<file path="src/hw/rtl/nsc_pkg.sv">
package nsc_pkg;

    // Sentence kinds as reported in sentence_kind.
    localparam logic [2:0] KIND_UNKNOWN = 3'd0;
    localparam logic [2:0] KIND_RMC     = 3'd1;
    localparam logic [2:0] KIND_GGA     = 3'd2;
    localparam logic [2:0] KIND_GYRO    = 3'd3;
    localparam logic [2:0] KIND_COMPASS = 3'd4;
    localparam logic [2:0] KIND_BARO    = 3'd5;
    localparam logic [2:0] KIND_ACCEL   = 3'd6;

    // Number of known prefixes and the slots kept for each prefix text.
    localparam int NKINDS       = 6;
    localparam int PREFIX_SLOTS = 16;

    // Prefix position saturates here.
    localparam logic [3:0] POS_MAX = 4'd12;

    // Special characters.
    localparam logic [7:0] CHAR_DOLLAR   = 8'h24;
    localparam logic [7:0] CHAR_STAR     = 8'h2A;
    localparam logic [7:0] CHAR_NEWLINE  = 8'h0A;
    localparam logic [7:0] CHAR_UPPER_A  = 8'h41;
    localparam logic [7:0] CHAR_LOWER_A  = 8'h61;

    // Prefix text after the dollar sign, one row per kind, padded with zeros.
    localparam logic [7:0] PREFIX_TEXT [NKINDS][PREFIX_SLOTS] = '{
        '{"G", "P", "R", "M", "C", 8'h00, 8'h00, 8'h00, 8'h00, 8'h00, 8'h00,
          8'h00, 8'h00, 8'h00, 8'h00, 8'h00},
        '{"G", "P", "G", "G", "A", 8'h00, 8'h00, 8'h00, 8'h00, 8'h00, 8'h00,
          8'h00, 8'h00, 8'h00, 8'h00, 8'h00},
        '{"P", "A", "A", "G", ",", "D", "A", "T", "A", ",", "G",
          8'h00, 8'h00, 8'h00, 8'h00, 8'h00},
        '{"P", "A", "A", "G", ",", "D", "A", "T", "A", ",", "C",
          8'h00, 8'h00, 8'h00, 8'h00, 8'h00},
        '{"P", "A", "A", "G", ",", "D", "A", "T", "A", ",", "B",
          8'h00, 8'h00, 8'h00, 8'h00, 8'h00},
        '{"P", "A", "A", "G", ",", "D", "A", "T", "A", ",", "T",
          8'h00, 8'h00, 8'h00, 8'h00, 8'h00}
    };

    localparam logic [3:0] PREFIX_LEN [NKINDS] = '{4'd5, 4'd5, 4'd11, 4'd11, 4'd11, 4'd11};

    // Sentence phase, one-hot.
    typedef enum logic [2:0] {
        PH_IDLE = 3'b001,
        PH_BODY = 3'b010,
        PH_HEX  = 3'b100
    } phase_t;

    // One received character.
    typedef struct packed {
        logic [7:0] rx_byte;
    } rx_item_t;

    // One sentence report.
    typedef struct packed {
        logic [2:0] sentence_kind;
        logic       checksum_match;
        logic       status_valid;
        logic       sentence_accepted;
        logic [7:0] computed_sum;
        logic [7:0] received_sum;
    } report_item_t;

    // Decoded hex digit; bad is set for a character that is no hex digit.
    typedef struct packed {
        logic       bad;
        logic [3:0] value;
    } nibble_t;

    function automatic nibble_t hex_nibble(input logic [7:0] c);
        nibble_t n;
        n.bad   = 1'b0;
        n.value = 4'd0;
        if (c >= "0" && c <= "9")
        begin
            n.value = 4'(c - "0");
        end
        else if (c >= "A" && c <= "F")
        begin
            n.value = 4'(c - "A" + 8'd10);
        end
        else if (c >= "a" && c <= "f")
        begin
            n.value = 4'(c - "a" + 8'd10);
        end
        else
        begin
            n.bad = 1'b1;
        end
        return n;
    endfunction

endpackage

</file>
<file path="src/hw/rtl/nsc_if.sv">
// Character stream channel.
interface nsc_rx_if
    import nsc_pkg::*;
();
    logic     valid;
    logic     ready;
    rx_item_t data;

    modport source (output valid, output data, input ready);
    modport sink (input valid, input data, output ready);
endinterface

// Sentence report channel.
interface nsc_report_if
    import nsc_pkg::*;
();
    logic         valid;
    logic         ready;
    report_item_t data;

    modport source (output valid, output data, input ready);
    modport sink (input valid, input data, output ready);
endinterface

</file>
<file path="src/hw/rtl/nmea_sentence_checker_top.sv">
// Channel   Direction   Payload                                   Transfer
// rx        in          rx_byte (8)                               valid & ready
// report    out         kind, checks, accepted, both sums (22)    valid & ready
//
// One character is taken per cycle while ready is high; a closing newline
// registers its report in the output register, or in the skid one if stalled.
// The per-character state update is one pass of logic between the sentence
// state registers and the report register.
// Reset clears the sentence state to idle and empties the report stages.
// A stalled report is held in the output register, a second one in a skid
// register; rx drops ready only while the skid register is occupied.
module nmea_sentence_checker_top
    import nsc_pkg::*;
(
    input  logic               clk,
    input  logic               rst_n,
    nsc_rx_if.sink             rx,
    nsc_report_if.source       report
);

    phase_t              phase_reg, phase_next;
    logic [7:0]          xor_reg, xor_next;
    logic [3:0]          pos_reg, pos_next;
    logic [NKINDS-1:0]   cand_reg, cand_next;
    logic [7:0]          prev_reg, prev_next;
    logic [7:0]          status_reg, status_next;
    logic [7:0]          hex_reg, hex_next;
    logic [1:0]          digits_reg, digits_next;
    logic                hex_err_reg, hex_err_next;

    logic                out_valid_reg, out_valid_next;
    logic                skid_valid_reg, skid_valid_next;
    report_item_t        out_data_reg, out_data_next;
    report_item_t        skid_data_reg, skid_data_next;

    logic                in_fire;
    logic                out_take;
    logic                produce;
    logic [7:0]          c;
    logic                in_sentence;
    logic [2:0]          kind;
    logic                match;
    logic                status_ok;
    report_item_t        new_report;
    nibble_t             nib;

    assign c           = rx.data.rx_byte;
    assign rx.ready    = !skid_valid_reg;
    assign in_fire     = rx.valid && rx.ready;
    assign out_take    = out_valid_reg && report.ready;
    assign in_sentence = (phase_reg == PH_BODY) || (phase_reg == PH_HEX);
    assign nib         = hex_nibble(c);

    // Kind lookup: lowest-numbered candidate whose whole prefix was seen.
    always_comb
    begin
        kind = KIND_UNKNOWN;
        for (int k = NKINDS - 1; k >= 0; k--)
        begin
            if (cand_reg[k] && pos_reg >= PREFIX_LEN[k])
            begin
                kind = 3'(k + 1);
            end
        end
    end

    // Report built from the state and the closing newline.
    always_comb
    begin
        match = (phase_reg == PH_HEX) && (digits_reg == 2'd2) && !hex_err_reg
                && (hex_reg == xor_reg);
        status_ok = (phase_reg == PH_HEX)
                    && (status_reg == CHAR_UPPER_A || status_reg == CHAR_LOWER_A);
        new_report.sentence_kind     = kind;
        new_report.checksum_match    = match;
        new_report.status_valid      = status_ok;
        new_report.sentence_accepted = (kind != KIND_UNKNOWN) && match
                                       && (kind == KIND_GGA || status_ok);
        new_report.computed_sum      = xor_reg;
        new_report.received_sum      = (phase_reg == PH_HEX) ? hex_reg : 8'd0;
    end

    // Sentence state update for one transferred character.
    always_comb
    begin
        phase_next   = phase_reg;
        xor_next     = xor_reg;
        pos_next     = pos_reg;
        cand_next    = cand_reg;
        prev_next    = prev_reg;
        status_next  = status_reg;
        hex_next     = hex_reg;
        digits_next  = digits_reg;
        hex_err_next = hex_err_reg;
        produce      = 1'b0;

        if (in_fire)
        begin
            if (c == CHAR_DOLLAR)
            begin
                phase_next   = PH_BODY;
                xor_next     = 8'd0;
                pos_next     = 4'd0;
                cand_next    = '1;
                prev_next    = 8'd0;
                status_next  = 8'd0;
                hex_next     = 8'd0;
                digits_next  = 2'd0;
                hex_err_next = 1'b0;
            end
            else if (in_sentence && c == CHAR_NEWLINE)
            begin
                produce    = 1'b1;
                phase_next = PH_IDLE;
            end
            else
            begin
                case (phase_reg)
                    PH_BODY:
                    begin
                        if (c == CHAR_STAR)
                        begin
                            status_next = prev_reg;
                            phase_next  = PH_HEX;
                        end
                        else
                        begin
                            xor_next  = xor_reg ^ c;
                            prev_next = c;
                            if (pos_reg < POS_MAX)
                            begin
                                for (int k = 0; k < NKINDS; k++)
                                begin
                                    if (pos_reg < PREFIX_LEN[k]
                                        && PREFIX_TEXT[k][pos_reg] != c)
                                    begin
                                        cand_next[k] = 1'b0;
                                    end
                                end
                                pos_next = pos_reg + 4'd1;
                            end
                        end
                    end
                    PH_HEX:
                    begin
                        if (digits_reg < 2'd2)
                        begin
                            hex_next    = {hex_reg[3:0], nib.value};
                            digits_next = digits_reg + 2'd1;
                            if (nib.bad)
                            begin
                                hex_err_next = 1'b1;
                            end
                        end
                    end
                    default:
                    begin
                        phase_next = PH_IDLE;
                    end
                endcase
            end
        end
    end

    // Output register with a skid stage behind it.
    always_comb
    begin
        out_valid_next  = out_valid_reg;
        skid_valid_next = skid_valid_reg;
        out_data_next   = out_data_reg;
        skid_data_next  = skid_data_reg;

        if (skid_valid_reg)
        begin
            if (out_take)
            begin
                out_data_next   = skid_data_reg;
                skid_valid_next = 1'b0;
            end
        end
        else if (produce)
        begin
            if (!out_valid_reg || out_take)
            begin
                out_data_next  = new_report;
                out_valid_next = 1'b1;
            end
            else
            begin
                skid_data_next  = new_report;
                skid_valid_next = 1'b1;
            end
        end
        else if (out_take)
        begin
            out_valid_next = 1'b0;
        end
    end

    assign report.valid = out_valid_reg;
    assign report.data  = out_data_reg;

    // Control state.
    always_ff @(posedge clk or negedge rst_n)
    begin
        if (!rst_n)
        begin
            phase_reg      <= PH_IDLE;
            xor_reg        <= 8'd0;
            pos_reg        <= 4'd0;
            cand_reg       <= '1;
            prev_reg       <= 8'd0;
            status_reg     <= 8'd0;
            hex_reg        <= 8'd0;
            digits_reg     <= 2'd0;
            hex_err_reg    <= 1'b0;
            out_valid_reg  <= 1'b0;
            skid_valid_reg <= 1'b0;
        end
        else
        begin
            phase_reg      <= phase_next;
            xor_reg        <= xor_next;
            pos_reg        <= pos_next;
            cand_reg       <= cand_next;
            prev_reg       <= prev_next;
            status_reg     <= status_next;
            hex_reg        <= hex_next;
            digits_reg     <= digits_next;
            hex_err_reg    <= hex_err_next;
            out_valid_reg  <= out_valid_next;
            skid_valid_reg <= skid_valid_next;
        end
    end

    // Report payload.
    always_ff @(posedge clk)
    begin
        out_data_reg  <= out_data_next;
        skid_data_reg <= skid_data_next;
    end

    // The skid stage is only filled behind a waiting report.
    assert property (@(posedge clk) disable iff (!rst_n)
        skid_valid_reg |-> out_valid_reg)
        else $error("skid stage holds a report while the output register is empty");

    // A newline that closes an open sentence always yields a report.
    assert property (@(posedge clk) disable iff (!rst_n)
        in_fire && in_sentence && c == CHAR_NEWLINE |=> out_valid_reg)
        else $error("closing newline gave no report");

    // Acceptance of a kind other than GGA requires a valid status character.
    assert property (@(posedge clk) disable iff (!rst_n)
        out_valid_reg && out_data_reg.sentence_accepted
        && out_data_reg.sentence_kind != KIND_GGA |-> out_data_reg.status_valid)
        else $error("sentence accepted without a valid status");

endmodule

</file>
<file path="src/flat_wrapper.sv">
// flat-port wrapper written by rule: the top's interface ports become plain ports
module nmea_sentence_checker_top_flat import nsc_pkg::*;
  (clk, rst_n, rx_valid, rx_data, rx_ready, report_valid, report_data, report_ready);
  nsc_rx_if rx_i ();
  nsc_report_if report_i ();
  input  logic clk;
  input  logic rst_n;
  input wire logic [$bits(rx_i.valid)-1:0] rx_valid;
  input wire logic [$bits(rx_i.data)-1:0] rx_data;
  output wire logic [$bits(rx_i.ready)-1:0] rx_ready;
  output wire logic [$bits(report_i.valid)-1:0] report_valid;
  output wire logic [$bits(report_i.data)-1:0] report_data;
  input wire logic [$bits(report_i.ready)-1:0] report_ready;
  assign rx_i.valid = rx_valid;
  assign rx_i.data = rx_data;
  assign rx_ready = rx_i.ready;
  assign report_valid = report_i.valid;
  assign report_data = report_i.data;
  assign report_i.ready = report_ready;
  nmea_sentence_checker_top u_core (.clk(clk), .rst_n(rst_n), .rx(rx_i), .report(report_i));
endmodule
</file>
<file path="config.mk">
export PLATFORM = sky130hd
export DESIGN_NAME = nmea_sentence_checker_top_flat
export DESIGN_NICKNAME = d
export VERILOG_FILES = /design/src/hw/rtl/nsc_pkg.sv /design/src/hw/rtl/nsc_if.sv /design/src/hw/rtl/nmea_sentence_checker_top.sv /design/src/flat_wrapper.sv
export SDC_FILE = /design/constraint.sdc
export NUM_CORES = 1
export LEC_CHECK = 0
export BUFFER_PORTS_ARGS = -buffer_cell sky130_fd_sc_hd__buf_4
export CAP_MARGIN = 10
export CORE_MARGIN = 2
export CORE_UTILIZATION = 57
export DETAILED_ROUTE_END_ITERATION = 12
export PLACE_DENSITY = 0.81
export SLEW_MARGIN = 20
export SYNTH_ARGS = -nofsm -noshare
export SYNTH_HDL_FRONTEND = slang
export SYNTH_SLANG_ARGS = --single-unit
</file>
<file path="constraint.sdc">
create_clock -name clk -period 10.4 [get_ports clk]
set_input_delay 1.04 -clock clk [delete_from_list [all_inputs] [get_ports clk]]
set_output_delay 1.04 -clock clk [all_outputs]
set_load 0.1 [all_outputs]
</file>
==> impl_metrics.py <==
metrics = {
    "finish": {
        "diodes": 0,
        "stdcell_count": 582,
        "nFillCells": 669,
        "drive_gt1_share_pct": 21.59,
        "syn_to_final_growth_pct": 10.16,
        "fin_nets": 497,
        "post-route-cell-area_sq_um": 5373,
    },
    "sta": {
        "tns_ns": 0,
        "fin_skew_ns": 0.007285,
        "max_freq_mhz": 346.6,
        "rsz0062_at_grt": "false",
        "slew_viol_final": 0,
        "post-route-period-util_pct": 27.74,
        "relSlewSlack_pct": 32.58,
        "setup-violations-final": 0,
        "fin_crit_ns": 2.885,
        "worst_pin_slew_ns": 1.011,
        "finalHoldViolations": 0,
    },
    "worst_setup_path": {
        "cp.required_ns": 9.36,
        "rr_worst_depth": 5,
        "startpoint_type": "flip-flop",
        "crit_buf_inv": 2,
        "critPathTopFamily": "buffers and inverters",
        "path_max_fanout": 18,
        "slowest_delay_ns": 0.59,
        "critPathKind": "reg -> out",
        "r2r_end": "u_core.cand_reg[2]",
        "crit_cells": 2,
        "arrival_ns": 1.85,
        "end_kind": "primary output",
        "crit_chain": "inv_1 -> buf_4",
        "r2r-start": "u_core.pos_reg[3]",
        "cpMaxStageDelayCell": "dfrtp_1",
        "ff2ff_setup_slack_ns": 7.89,
    },
    "detailed_routing": {
        "dr.pass1.iters": 5,
        "drtIter0Drc": 230,
        "wl_per_cell_microns": 18.43,
        "ant_nets": 0,
        "route.vias.total": 3568,
        "drc": 0,
        "avgViaCountPerCell": 6.131,
        "routed_wl_mm": 10.73,
    },
    "clock_network": {
        "insertion_delay_ns": 0.36,
        "clock_sinks": 92,
        "numCtsBuffers": 9,
        "clockBufferDepth": 2,
        "clk_pin_slew_worst_paths_ns": 0.09,
        "cts_tree": "yes",
        "cts_resized": 0,
        "cts_max_level": 3,
        "cts.hold.buffers_added": 0,
        "post_cts_buffers": 0,
        "cts-root-buf": "clkbuf_8",
    },
    "placement": {
        "gp_congestion": 0.8826,
        "dp_cells": 566,
        "place_hpwl_mm": 7.681,
        "dpl_cell_area_sq_um": 5167,
        "io_buffer_count": 35,
    },
    "logic_synthesis": {
        "synth_area_sq_um": 4877,
        "synth-seq-cells": 92,
        "yosysSeqAreaShare_pct": 51.90,
        "synth-async-reset-ratio_pct": 52.17,
        "yosys_warnings": 0,
        "synthFlopType": "edfxtp_1",
        "synth-edff-count": 44,
        "synth_cell_types": 66,
        "synth_fp_nets": 472,
        "synth.avg_cell_area_sq_um": 10.91,
        "synth.area.top_cells": "edfxtp_1 (27%), dfrtp_1 (21%), mux2_2 (4.6%)",
        "syn_inst": 447,
        "synth_area_leader_cell": "edfxtp_1",
        "synth_top_area_share_pct": 27.09,
    },
    "power": {
        "ir_drop_uv": 64.36,
        "p_per_area_nw_per_um2": 132.4,
        "p_leak_nw": 2.112,
        "finalPower_mw": 0.7116,
    },
    "floorplan": {
        "die_height_microns": 96.50,
        "start_util_pct": 59.06,
        "io_pins": 36,
        "die_w_microns": 96.50,
        "num_rows": 33,
        "dieArea_sq_um": 9312,
        "core_sq_um": 8258,
    },
    "min_path": {
        "whs_endpoint": "u_core.prev_reg[2]",
        "hold_class": "reg -> reg",
        "min-delay-start": "u_core.prev_reg[2]",
        "whs_path_depth": 2,
    },
    "flow_run": {
        "max_cap_viol_count": 0,
    },
    "run_status": {
        "status": "finished clean",
    },
    "global_routing": {
        "grt_pass1_vias": 3426,
        "grt_pass1_wl_mm": 17.34,
        "antenna_found_initial": 0,
        "grt_max_degree": 49,
        "track_usage_pct": 24.91,
        "globalRouteOverflowTotal": 0,
    },
}
==> metal layers <==
layer  GRT usage [%]  routed length (microns)  vias to the layer above
li1                -                        -                     1652
met1           34.14                     4595                     1745
met2           39.64                     5140                      144
met3           4.267                      673                       27
met4           10.21                      317                        0
met5               0                        0                        -
==> cell usage in the layout (no fill, tap or decap), types with 11 or more instances in the layout <==
cell type / instances
edfxtp_1: 44
xnor2_1: 15
xor2_1: 11
nand2_1: 55
dfrtp_1: 41
inv_1: 16
nor2_1: 22
mux2_2: 20
a21oi_1: 13
ha_1: 13
o21ai_0: 26
buf_4: 38
nand3_1: 12
==> worst reg2reg max path: cells and delay by family, from the launching register on <==
family	cells	cell delay, ns
simple gates	1	0.46
flops	1	0.96
xor+xnor	1	0.23
buf+inv	1	0.22
compound gates	2	0.58
==> where the power goes <==
group | total [mW] | switching, mW | internal [mW]
Combinational | 0.0587 | 0.0332 | 0.0255
Sequential | 0.404 | 0.0124 | 0.392
Clock | 0.248 | 0.134 | 0.114
Total | 0.712 | 0.180 | 0.532
==> worst max-delay path by stage <==
stage                     startpoint                  endpoint  slack [ns]
3_3_place_gp              rx_data[0]  u_core.skid_data_reg[19]        7.25
2_1_floorplan             rx_data[0]   u_core.skid_data_reg[0]        6.07
6_report       u_core.skid_valid_reg                  rx_ready        7.51
4_1_cts        u_core.skid_valid_reg                  rx_ready        7.52
5_1_grt                   rx_data[0]         u_core.hex_reg[1]        7.38
3_5_place_dp              rx_data[0]    u_core.report.data[17]        7.18
==> logic make-up after synthesis <==
kind of cell | Yosys count | share of synthesized area (%)
adder cells (fa/ha/maj) | 13 | 3.335
AND/OR/NAND/NOR | 161 | 17.57
AO/OA/AOI/OAI | 85 | 11.75
XOR/XNOR | 26 | 4.669
buffers and inverters | 41 | 4.002
multiplexers | 29 | 6.773
flip-flops | 92 | 51.90
==> synth_stat cells (all sizes together), types with 11 or more instances <==
cell type and n:
a21oi 13, inv 16, mux2 23, xnor2 15
buf 19, nor2 23, nand2 58, ha 13
dfrtp 41, o21ai 33, nand3 12, edfxtp 44
xor2 11
==> final cells by class <==
type / count / area, sq um / area share (%)
flip-flops and latches: 92 / 2531 / 47.11
clock inverters: 7 / 81.33 / 1.514
repair buffers: 38 / 285.3 / 5.310
clock buffers: 9 / 123.9 / 2.306
well taps: 105 / 131.4 / 2.445
inverters: 17 / 63.81 / 1.188
multi-input cells: 314 / 2156 / 40.13
==> per-stage QoR <==
| stage | hold slack, ns | utilization [%] | setup slack, ns |
|---|---|---|---|
| floorplan | 0.4384 | - | 6.066 |
| global placement | 0.4667 | 62.58 | 7.251 |
| detailed placement | 0.4611 | 62.58 | 7.183 |
| CTS | 0.4840 | 65.06 | 7.519 |
| global route | 0.5253 | 65.06 | 7.377 |
| finish | 0.4825 | 65.06 | 7.515 |
Note: power is estimated with default switching activity, not from simulation.
